## src/rtl/hcbp_pkg.sv

```systemverilog
// Shared types, request codes and constants for the Huffman code bit packer.
package hcbp_pkg;

    localparam int SYMBOL_COUNT_DEF = 128;
    localparam int MAX_CODE_LEN     = 32;
    localparam int WORD_BITS        = 32;
    localparam int BYTE_BITS        = 8;
    localparam int LEN_W            = 6;
    localparam int WIN_W            = WORD_BITS + BYTE_BITS;
    localparam int CNT_W            = 6;

    // Saturation limit for a loaded code length
    localparam int LEN_CAP = (MAX_CODE_LEN < WORD_BITS) ? MAX_CODE_LEN : WORD_BITS;

    localparam logic [1:0] REQ_LOAD   = 2'd0;
    localparam logic [1:0] REQ_ENCODE = 2'd1;
    localparam logic [1:0] REQ_FLUSH  = 2'd2;

    typedef struct packed {
        logic [1:0]           req_type;
        logic [6:0]           symbol;
        logic [LEN_W-1:0]     code_length;
        logic [WORD_BITS-1:0] code_bits;
    } t_in_item;

    typedef struct packed {
        logic [BYTE_BITS-1:0] out_byte;
        logic                 last;
    } t_out_item;

    typedef struct packed {
        logic [LEN_W-1:0]     len;
        logic [WORD_BITS-1:0] bits;
    } t_entry;

    // Controller to datapath
    typedef struct packed {
        logic load;
        logic lookup;
        logic align;
        logic merge;
        logic emit;
        logic commit;
        logic flush;
    } t_cmd;

    // Datapath to controller
    typedef struct packed {
        logic sym_ok;
        logic pend_nz;
        logic cnt_ge8;
        logic out_free;
    } t_sts;

endpackage

```

## src/rtl/hcbp_ctrl.sv

```systemverilog
// Sequencing state machine for the Huffman code bit packer.
module hcbp_ctrl (
    input  logic              i_clk,
    input  logic              i_rst_n,
    input  logic              i_in_valid,
    input  logic [1:0]        i_req_type,
    input  hcbp_pkg::t_sts    i_sts,
    output logic              o_in_ready,
    output hcbp_pkg::t_cmd    o_cmd
);

    typedef enum logic [4:0] {
        S_IDLE  = 5'b00001,
        S_ALIGN = 5'b00010,
        S_MERGE = 5'b00100,
        S_EMIT  = 5'b01000,
        S_FLUSH = 5'b10000
    } t_state;

    t_state r_state;
    t_state n_state;
    logic   accept;

    assign o_in_ready = (r_state == S_IDLE);
    assign accept     = i_in_valid && o_in_ready;

    always_comb begin
        n_state = r_state;
        o_cmd   = '0;
        unique case (r_state)
            S_IDLE: begin
                if (accept) begin
                    unique case (i_req_type)
                        hcbp_pkg::REQ_LOAD: begin
                            o_cmd.load = i_sts.sym_ok;
                        end
                        hcbp_pkg::REQ_ENCODE: begin
                            if (i_sts.sym_ok) begin
                                o_cmd.lookup = 1'b1;
                                n_state      = S_ALIGN;
                            end
                        end
                        hcbp_pkg::REQ_FLUSH: begin
                            if (i_sts.pend_nz) begin
                                n_state = S_FLUSH;
                            end
                        end
                        default: begin
                            // drop unknown requests
                        end
                    endcase
                end
            end
            S_ALIGN: begin
                o_cmd.align = 1'b1;
                n_state     = S_MERGE;
            end
            S_MERGE: begin
                o_cmd.merge = 1'b1;
                n_state     = S_EMIT;
            end
            S_EMIT: begin
                if (!i_sts.cnt_ge8) begin
                    // keep the leftover bits as the new partial byte
                    o_cmd.commit = 1'b1;
                    n_state      = S_IDLE;
                end else if (i_sts.out_free) begin
                    o_cmd.emit = 1'b1;
                end
            end
            S_FLUSH: begin
                if (i_sts.out_free) begin
                    o_cmd.flush = 1'b1;
                    n_state     = S_IDLE;
                end
            end
            default: begin
                n_state = S_IDLE;
            end
        endcase
    end

    always_ff @(posedge i_clk) begin
        if (!i_rst_n) begin
            r_state <= S_IDLE;
        end else begin
            r_state <= n_state;
        end
    end

endmodule

```

## src/rtl/hcbp_dpath.sv

```systemverilog
// Code table memory, bit window, partial byte and output register.
module hcbp_dpath #(
    parameter int SYMBOL_COUNT = hcbp_pkg::SYMBOL_COUNT_DEF
) (
    input  logic                i_clk,
    input  logic                i_rst_n,
    input  hcbp_pkg::t_in_item  i_in_item,
    input  hcbp_pkg::t_cmd      i_cmd,
    input  logic                i_out_ready,
    output hcbp_pkg::t_sts      o_sts,
    output logic                o_out_valid,
    output hcbp_pkg::t_out_item o_out_item
);

    localparam int IW = (SYMBOL_COUNT > 1) ? $clog2(SYMBOL_COUNT) : 1;
    localparam logic [8:0] SYM_LIMIT = 9'(SYMBOL_COUNT);
    localparam logic [hcbp_pkg::LEN_W-1:0] LEN_MAX = hcbp_pkg::LEN_W'(hcbp_pkg::LEN_CAP);
    localparam int BB = hcbp_pkg::BYTE_BITS;
    localparam int WB = hcbp_pkg::WORD_BITS;
    localparam int WW = hcbp_pkg::WIN_W;
    localparam int CW = hcbp_pkg::CNT_W;

    hcbp_pkg::t_entry r_mem [SYMBOL_COUNT];
    hcbp_pkg::t_entry r_rd;

    logic [8:0]                  sym_ext;
    logic [IW-1:0]               idx;
    logic [hcbp_pkg::LEN_W-1:0]  len_cap;

    logic [WB-1:0]               r_code_l;
    logic [hcbp_pkg::LEN_W-1:0]  r_len;
    logic [WW-1:0]               r_win;
    logic [CW-1:0]               r_cnt;

    logic [BB-1:0]               r_acc;
    logic [2:0]                  r_pend;
    logic                        r_out_valid;
    hcbp_pkg::t_out_item         r_out;

    logic [BB-1:0]               n_acc;
    logic [2:0]                  n_pend;
    logic                        n_out_valid;
    hcbp_pkg::t_out_item         n_out;
    logic                        out_free;

    assign sym_ext = {2'b00, i_in_item.symbol};
    assign idx     = sym_ext[IW-1:0];
    assign len_cap = (i_in_item.code_length > LEN_MAX) ? LEN_MAX : i_in_item.code_length;

    assign out_free = !r_out_valid || i_out_ready;

    assign o_sts.sym_ok   = (sym_ext < SYM_LIMIT);
    assign o_sts.pend_nz  = (r_pend != 3'd0);
    assign o_sts.cnt_ge8  = (r_cnt >= CW'(BB));
    assign o_sts.out_free = out_free;

    assign o_out_valid = r_out_valid;
    assign o_out_item  = r_out;

    // Code table: one write port, one registered read port
    always_ff @(posedge i_clk) begin
        if (i_cmd.load) begin
            r_mem[idx] <= '{len: len_cap, bits: i_in_item.code_bits};
        end
        if (i_cmd.lookup) begin
            r_rd <= r_mem[idx];
        end
    end

    // Left-align the code, then place it right after the pending bits
    always_ff @(posedge i_clk) begin
        if (i_cmd.align) begin
            r_code_l <= r_rd.bits << (hcbp_pkg::LEN_W'(WB) - r_rd.len);
            r_len    <= r_rd.len;
        end
        if (i_cmd.merge) begin
            r_win <= {r_acc, {WB{1'b0}}} | ({r_code_l, {BB{1'b0}}} >> r_pend);
            r_cnt <= CW'(r_pend) + CW'(r_len);
        end else if (i_cmd.emit) begin
            r_win <= r_win << BB;
            r_cnt <= r_cnt - CW'(BB);
        end
    end

    always_comb begin
        n_acc       = r_acc;
        n_pend      = r_pend;
        n_out       = r_out;
        n_out_valid = r_out_valid;
        if (i_out_ready) begin
            n_out_valid = 1'b0;
        end
        if (i_cmd.emit) begin
            n_out.out_byte = r_win[WW-1 -: BB];
            n_out.last     = (r_cnt < CW'(2 * BB));
            n_out_valid    = 1'b1;
        end else if (i_cmd.flush) begin
            // partial byte is kept left-aligned, so the padding is already zero
            n_out.out_byte = r_acc;
            n_out.last     = 1'b1;
            n_out_valid    = 1'b1;
            n_acc          = '0;
            n_pend         = '0;
        end
        if (i_cmd.commit) begin
            n_acc  = r_win[WW-1 -: BB];
            n_pend = r_cnt[2:0];
        end
    end

    always_ff @(posedge i_clk) begin
        if (!i_rst_n) begin
            r_acc       <= '0;
            r_pend      <= '0;
            r_out_valid <= 1'b0;
        end else begin
            r_acc       <= n_acc;
            r_pend      <= n_pend;
            r_out_valid <= n_out_valid;
        end
    end

    always_ff @(posedge i_clk) begin
        r_out <= n_out;
    end

endmodule

```

## src/rtl/huffman_code_bit_packer.sv

```systemverilog
// Huffman encoder back end: code table and MSB-first byte packer.
//
// Input channel (i_in_valid / o_in_ready, payload i_in_item) takes one
// request per handshake: load a table entry, encode a symbol, or flush.
// Output channel (o_out_valid / i_out_ready, payload o_out_item) carries
// packed bytes, earliest bit in the MSB; last marks the final byte of
// the request that produced it.
// A load gives no byte. An encode gives n output bytes (0 to 4):
// table read, code alignment, window merge, then one byte per cycle
// from the window while the output register is free, then a step to
// keep the leftover bits. A flush with pending bits gives one padded
// byte. The single output register sets the byte rate, one per cycle
// while the receiver is ready to take each byte.
// Reset (synchronous, active low) clears the partial byte and the output
// valid flag; table entries hold no reset value and must be loaded first.
// When the receiver stalls, the byte in the output register holds and
// the packer waits; a new request is taken only after the last byte of
// the current one has entered the output register.
module huffman_code_bit_packer #(
    parameter int SYMBOL_COUNT = hcbp_pkg::SYMBOL_COUNT_DEF
) (
    input  logic                i_clk,
    input  logic                i_rst_n,
    input  logic                i_in_valid,
    output logic                o_in_ready,
    input  hcbp_pkg::t_in_item  i_in_item,
    output logic                o_out_valid,
    input  logic                i_out_ready,
    output hcbp_pkg::t_out_item o_out_item
);

    hcbp_pkg::t_cmd cmd;
    hcbp_pkg::t_sts sts;

    hcbp_ctrl u_ctrl (
        .i_clk      (i_clk),
        .i_rst_n    (i_rst_n),
        .i_in_valid (i_in_valid),
        .i_req_type (i_in_item.req_type),
        .i_sts      (sts),
        .o_in_ready (o_in_ready),
        .o_cmd      (cmd)
    );

    hcbp_dpath #(
        .SYMBOL_COUNT (SYMBOL_COUNT)
    ) u_dpath (
        .i_clk       (i_clk),
        .i_rst_n     (i_rst_n),
        .i_in_item   (i_in_item),
        .i_cmd       (cmd),
        .i_out_ready (i_out_ready),
        .o_sts       (sts),
        .o_out_valid (o_out_valid),
        .o_out_item  (o_out_item)
    );

endmodule

```

## config.mk

```make
export PLATFORM = sky130hd
export DESIGN_NAME = huffman_code_bit_packer
export DESIGN_NICKNAME = d
export VERILOG_FILES = /design/src/rtl/hcbp_pkg.sv /design/src/rtl/hcbp_ctrl.sv /design/src/rtl/hcbp_dpath.sv /design/src/rtl/huffman_code_bit_packer.sv
export SDC_FILE = /design/constraint.sdc
export NUM_CORES = 2
export LEC_CHECK = 0
export BUFFER_PORTS_ARGS = -buffer_cell sky130_fd_sc_hd__buf_2
export CAP_MARGIN = 20
export CORE_ASPECT_RATIO = 1.5
export CORE_UTILIZATION = 35
export DETAILED_ROUTE_END_ITERATION = 7
export SLEW_MARGIN = 25
export SYNTH_ARGS = -nofsm -noshare
export SYNTH_HDL_FRONTEND = slang
export SYNTH_MEMORY_MAX_BITS = 65536
export SYNTH_SLANG_ARGS = --single-unit
export TNS_END_PERCENT = 100
```

## constraint.sdc

```tcl
create_clock -name i_clk -period 5.2 [get_ports i_clk]
set_input_delay 0.78 -clock i_clk [delete_from_list [all_inputs] [get_ports i_clk]]
set_output_delay 0.78 -clock i_clk [all_outputs]
set_load 0.005 [all_outputs]
```

==> qor.txt <==
Run status -> complete, no violations
Worst skew pair latency -> 1.00 ns
Post-place setup slack -> 0.4983 ns
Net count, final -> 8,298
Final Setup Violations -> 0
Core Area -> 548,300 sq um
Slew Limit Fails -> 0
Synth async-reset ratio -> 0%
Final min period -> 3.877 ns
Least-Margin Pin Slew -> 1.081 ns
DP HPWL -> 333.2 mm
RSZ-0062 raised after global routing -> false
Setup_tns -> 0 ns
Crit Path Class -> flop to flop
FMAX -> 257.9 MHz
Cell row count -> 333
Root buffer cell -> clkbuf_16
Initial Util -> 35.14%
Worst R2R Start -> u_ctrl.r_state[1]$_SDFFE_PN0P_
First-pass GRT wire length -> 757.7 mm
HP Class -> input port to flop
Post-CTS Repair Setup Buffers -> 0
Overall power -> 82,520 uW
EDFF count, synth -> 4,994
Die area -> 553,600 sq um
Via density -> 5.564
Port-buffer cells -> 61
Post-route cell area -> 222,400 sq um
Worst Hold End -> u_ctrl.r_state[0]$_SDFFE_PN1P_
CTS Buffer Depth -> 4
Relative slew margins -> 27.93%
Gr ovfl total -> 0
R2R setup slack -> 1.32 ns
Horizontal die dimension -> 607.8 um
Wire per inst -> 34.43 um
Routed Antenna Nets -> 0
Worst setup EP type -> flop
Clock-pin transition on the worst setup and hold timing paths -> 0.07 ns
CTS H-tree lvls -> 5
Drt pass-1 iters -> 5
Number of DRC markers in iteration 0 -> 10,860
Critical-path cell list -> nor3_1 > nand4_1 > nor2_1 > nand2_2 > buf_4 > nor2_4 > buf_4
Die Y -> 910.8 um
Dpl cells -> 15,000
DR vias -> 89,710
Initial antenna violation count -> 99
Routability cong. -> 0.8584
Mapped cell area -> 192,700 sq um
Post-Syn Nets -> 7,774
Number of max-cap violations -> 0
Most frequent CP cell -> buf_4
Synth Instances -> 7,713
Cts repair resizes -> 0
CTS buffer count -> 436
Vias in the first global route -> 91,630
IO Pins -> 62
Final-report hold violation count -> 0
Hold buffers post-CTS -> 0
Area Growth Syn to Fin -> 15.41%
Share of cells above drive strength 1 -> 34.70%
Final period utilization -> 74.56%
Wirelength, routed -> 555.1 mm
Setup crit start kind -> flop
Worst Clk Skew -> 0.08062 ns
Slowest-stage cell, CP -> nor2_1
Seq/Total Area, Yosys -> 78.00%
Final cell count without fillers -> 16,120
Largest net degree at the start of global routing -> 129
Synth cell types -> 47
Power per Cell Area -> 371.1 nW/um^2
Peak supply drop -> 316.0 uV
Worst Setup Slack, final -> 1.323 ns
Clk sinks -> 5,011
TritonCTS clock tree -> done
DRC -> 0
CP max stage delay -> 0.59 ns
GRT Resource Usage Total -> 19.73%
Min-Delay Path Depth -> 2
Synth Flop Type -> edfxtp_1
HP Start -> i_rst_n
FF-to-FF End -> u_dpath.r_mem[126][25]$_DFFE_PP_
FF+latch count, synth -> 5,011
Placed Instance Area -> 207,100 sq um
Leakage -> 0.06732 uW
Required @ worst endpoint -> 5.80 ns
Yosys warns -> 0
Reg2reg path depth -> 7
Worst-path maximum fanout -> 26
Syn Area/Cell -> 24.98 sq um
WP data arrival -> 4.48 ns
==> cell type report <==
| class | instances | area [sq um] |
|---|---|---|
| fillers | 47220 | 325900 |
| clock inverters | 287 | 2952 |
| diodes | 320 | 800.8 |
| inverters | 12 | 45.04 |
| repair buffers | 505 | 6183 |
| flip-flops and latches | 5011 | 150300 |
| well taps | 7202 | 9011 |
| multi-input cells | 2271 | 41680 |
| clock buffers | 514 | 11420 |
==> registers in the layout (all words and copies together), names as in the netlist <==
signal and count:
u_dpath.o_out_item 9, u_dpath.r_mem 4864, u_ctrl.r_state 5, u_dpath.r_win 39, u_dpath.o_out_valid 1, u_dpath.r_cnt 6, u_dpath.r_len 6, u_dpath.r_code_l 32
u_dpath.r_acc 8, u_dpath.r_rd 38, u_dpath.r_pend 3
==> synthesized netlist by cell type (2+ instances only) <==
cell type,n,area [sq um]
dfxtp_1,17,340.3
mux2_2,54,608.1
nor2b_1,27,168.9
o21ai_0,48,240.2
and3_1,5,31.28
o21a_1,4,30.03
xnor2_1,6,52.55
or4_1,2,15.01
or2_2,3,18.77
a21o_1,2,15.01
nor3b_1,4,30.03
ha_1,9,112.6
a211oi_1,4,30.03
edfxtp_1,4994,150000
mux4_2,1623,36550
buf_2,113,565.5
nand3b_1,3,22.52
mux2i_1,102,1021
nand2_1,99,371.6
buf_4,3,22.52
xor2_1,3,26.28
nor3_1,7,35.03
a22oi_1,12,90.09
clkbuf_1,255,957.2
a21oi_1,29,145.1
a31oi_1,3,18.77
inv_1,11,41.29
nand3_1,7,35.03
or3b_2,2,17.52
nor2_1,174,653.1
buf_1,47,176.4
and2_1,8,50.05
o21bai_1,2,15.01
or3_1,6,37.54
o22ai_1,13,81.33
==> worst max-delay path by stage <==
| stage | startpoint | depth (start not counted) | to |
|---|---|---|---|
| 2_1_floorplan | i_in_item[37] | 1 | u_dpath.r_mem[0][32]$_DFFE_PP_ |
| 3_3_place_gp | i_in_item[38] | 7 | u_dpath.r_rd[0]$_DFFE_PP_ |
| 3_5_place_dp | i_in_item[38] | 7 | u_dpath.r_rd[24]$_DFFE_PP_ |
| 4_1_cts | u_ctrl.r_state[1]$_SDFFE_PN0P_ | 7 | u_dpath.r_mem[126][34]$_DFFE_PP_ |
| 5_1_grt | u_ctrl.r_state[1]$_SDFFE_PN0P_ | 7 | u_dpath.r_mem[126][16]$_DFFE_PP_ |
| 6_report | u_ctrl.r_state[1]$_SDFFE_PN0P_ | 7 | u_dpath.r_mem[126][25]$_DFFE_PP_ |
==> worst max-delay path: cells and delay by family (launching register included) <==
kind / cells / cell delay, ns
simple gates: 5 / 2.10
buf+inv: 2 / 0.93
flops: 1 / 0.35
==> where the power goes <==
| group | total [uW] | switching [uW] | internal [uW] |
|---|---|---|---|
| registers | 44600 | 87.4 | 44500 |
| logic | 4780 | 3040 | 1740 |
| clock network | 33200 | 14800 | 18300 |
==> logic make-up after synthesis <==
family	after synthesis	share of synthesized area (%)
DFF	5011	78.00
muxes	1779	19.81
buffers and inverters	431	0.9227
and+or+nand+nor	352	0.7902
AOI/OAI and AO/OA	121	0.3630
adders and majority gates	10	0.06883
xor gates and xnor gates	9	0.04091
==> metrics by stage <==
stage / util (%) / hold slack [ns]
after floorplan: - / 0.4244
after global placement: 37.78 / 0.5270
after detailed placement: 37.78 / 0.5180
after CTS: 40.40 / 0.05280
after global routing: 40.55 / 0.1227
final: 40.56 / 0.1301
==> per-layer routing <==
layer,vias to the layer above,share of wire (%),GRT usage [%]
li1,34950,-,-
met1,49700,35,22.84
met2,4178,53,35.29
met3,844,7.0,3.019
met4,38,5.2,10.54
met5,-,0.044,0
==> placed cells by master, fill, tap and decap left out, types with 5 or more instances in the layout <==
cell        synthesis  routed
edfxtp_1         4994    4994
and2_1              8       8
dfxtp_1            17      15
nand2_1            99      91
clkbuf_16           0     446
nor2b_1            27      22
clkinv_1            1      85
nand3_1             7       7
or3_1               6       6
mux2i_1           102     102
clkinv_4            0      14
bufinv_16           0      52
o21ai_0            48      47
nor2_1            174      46
ha_1                9       9
a21oi_1            29      29
nor2b_4             0       5
xnor2_1             6       5
o22ai_1            13      13
clkinvlp_4          0      23
diode_2             0     320
nand2_2             0       8
buf_12              0     190
mux2_2             54      54
mux4_2           1623    1623
inv_6               0      14
inv_1              11      11
buf_4               3     285
buf_2             113      22
clkinv_2            0      90
nor3_1              7       7
a22oi_1            12      12
nor2_4              0     128
clkbuf_1          255      68
No activity file was read; power rests on OpenSTA's default activity.
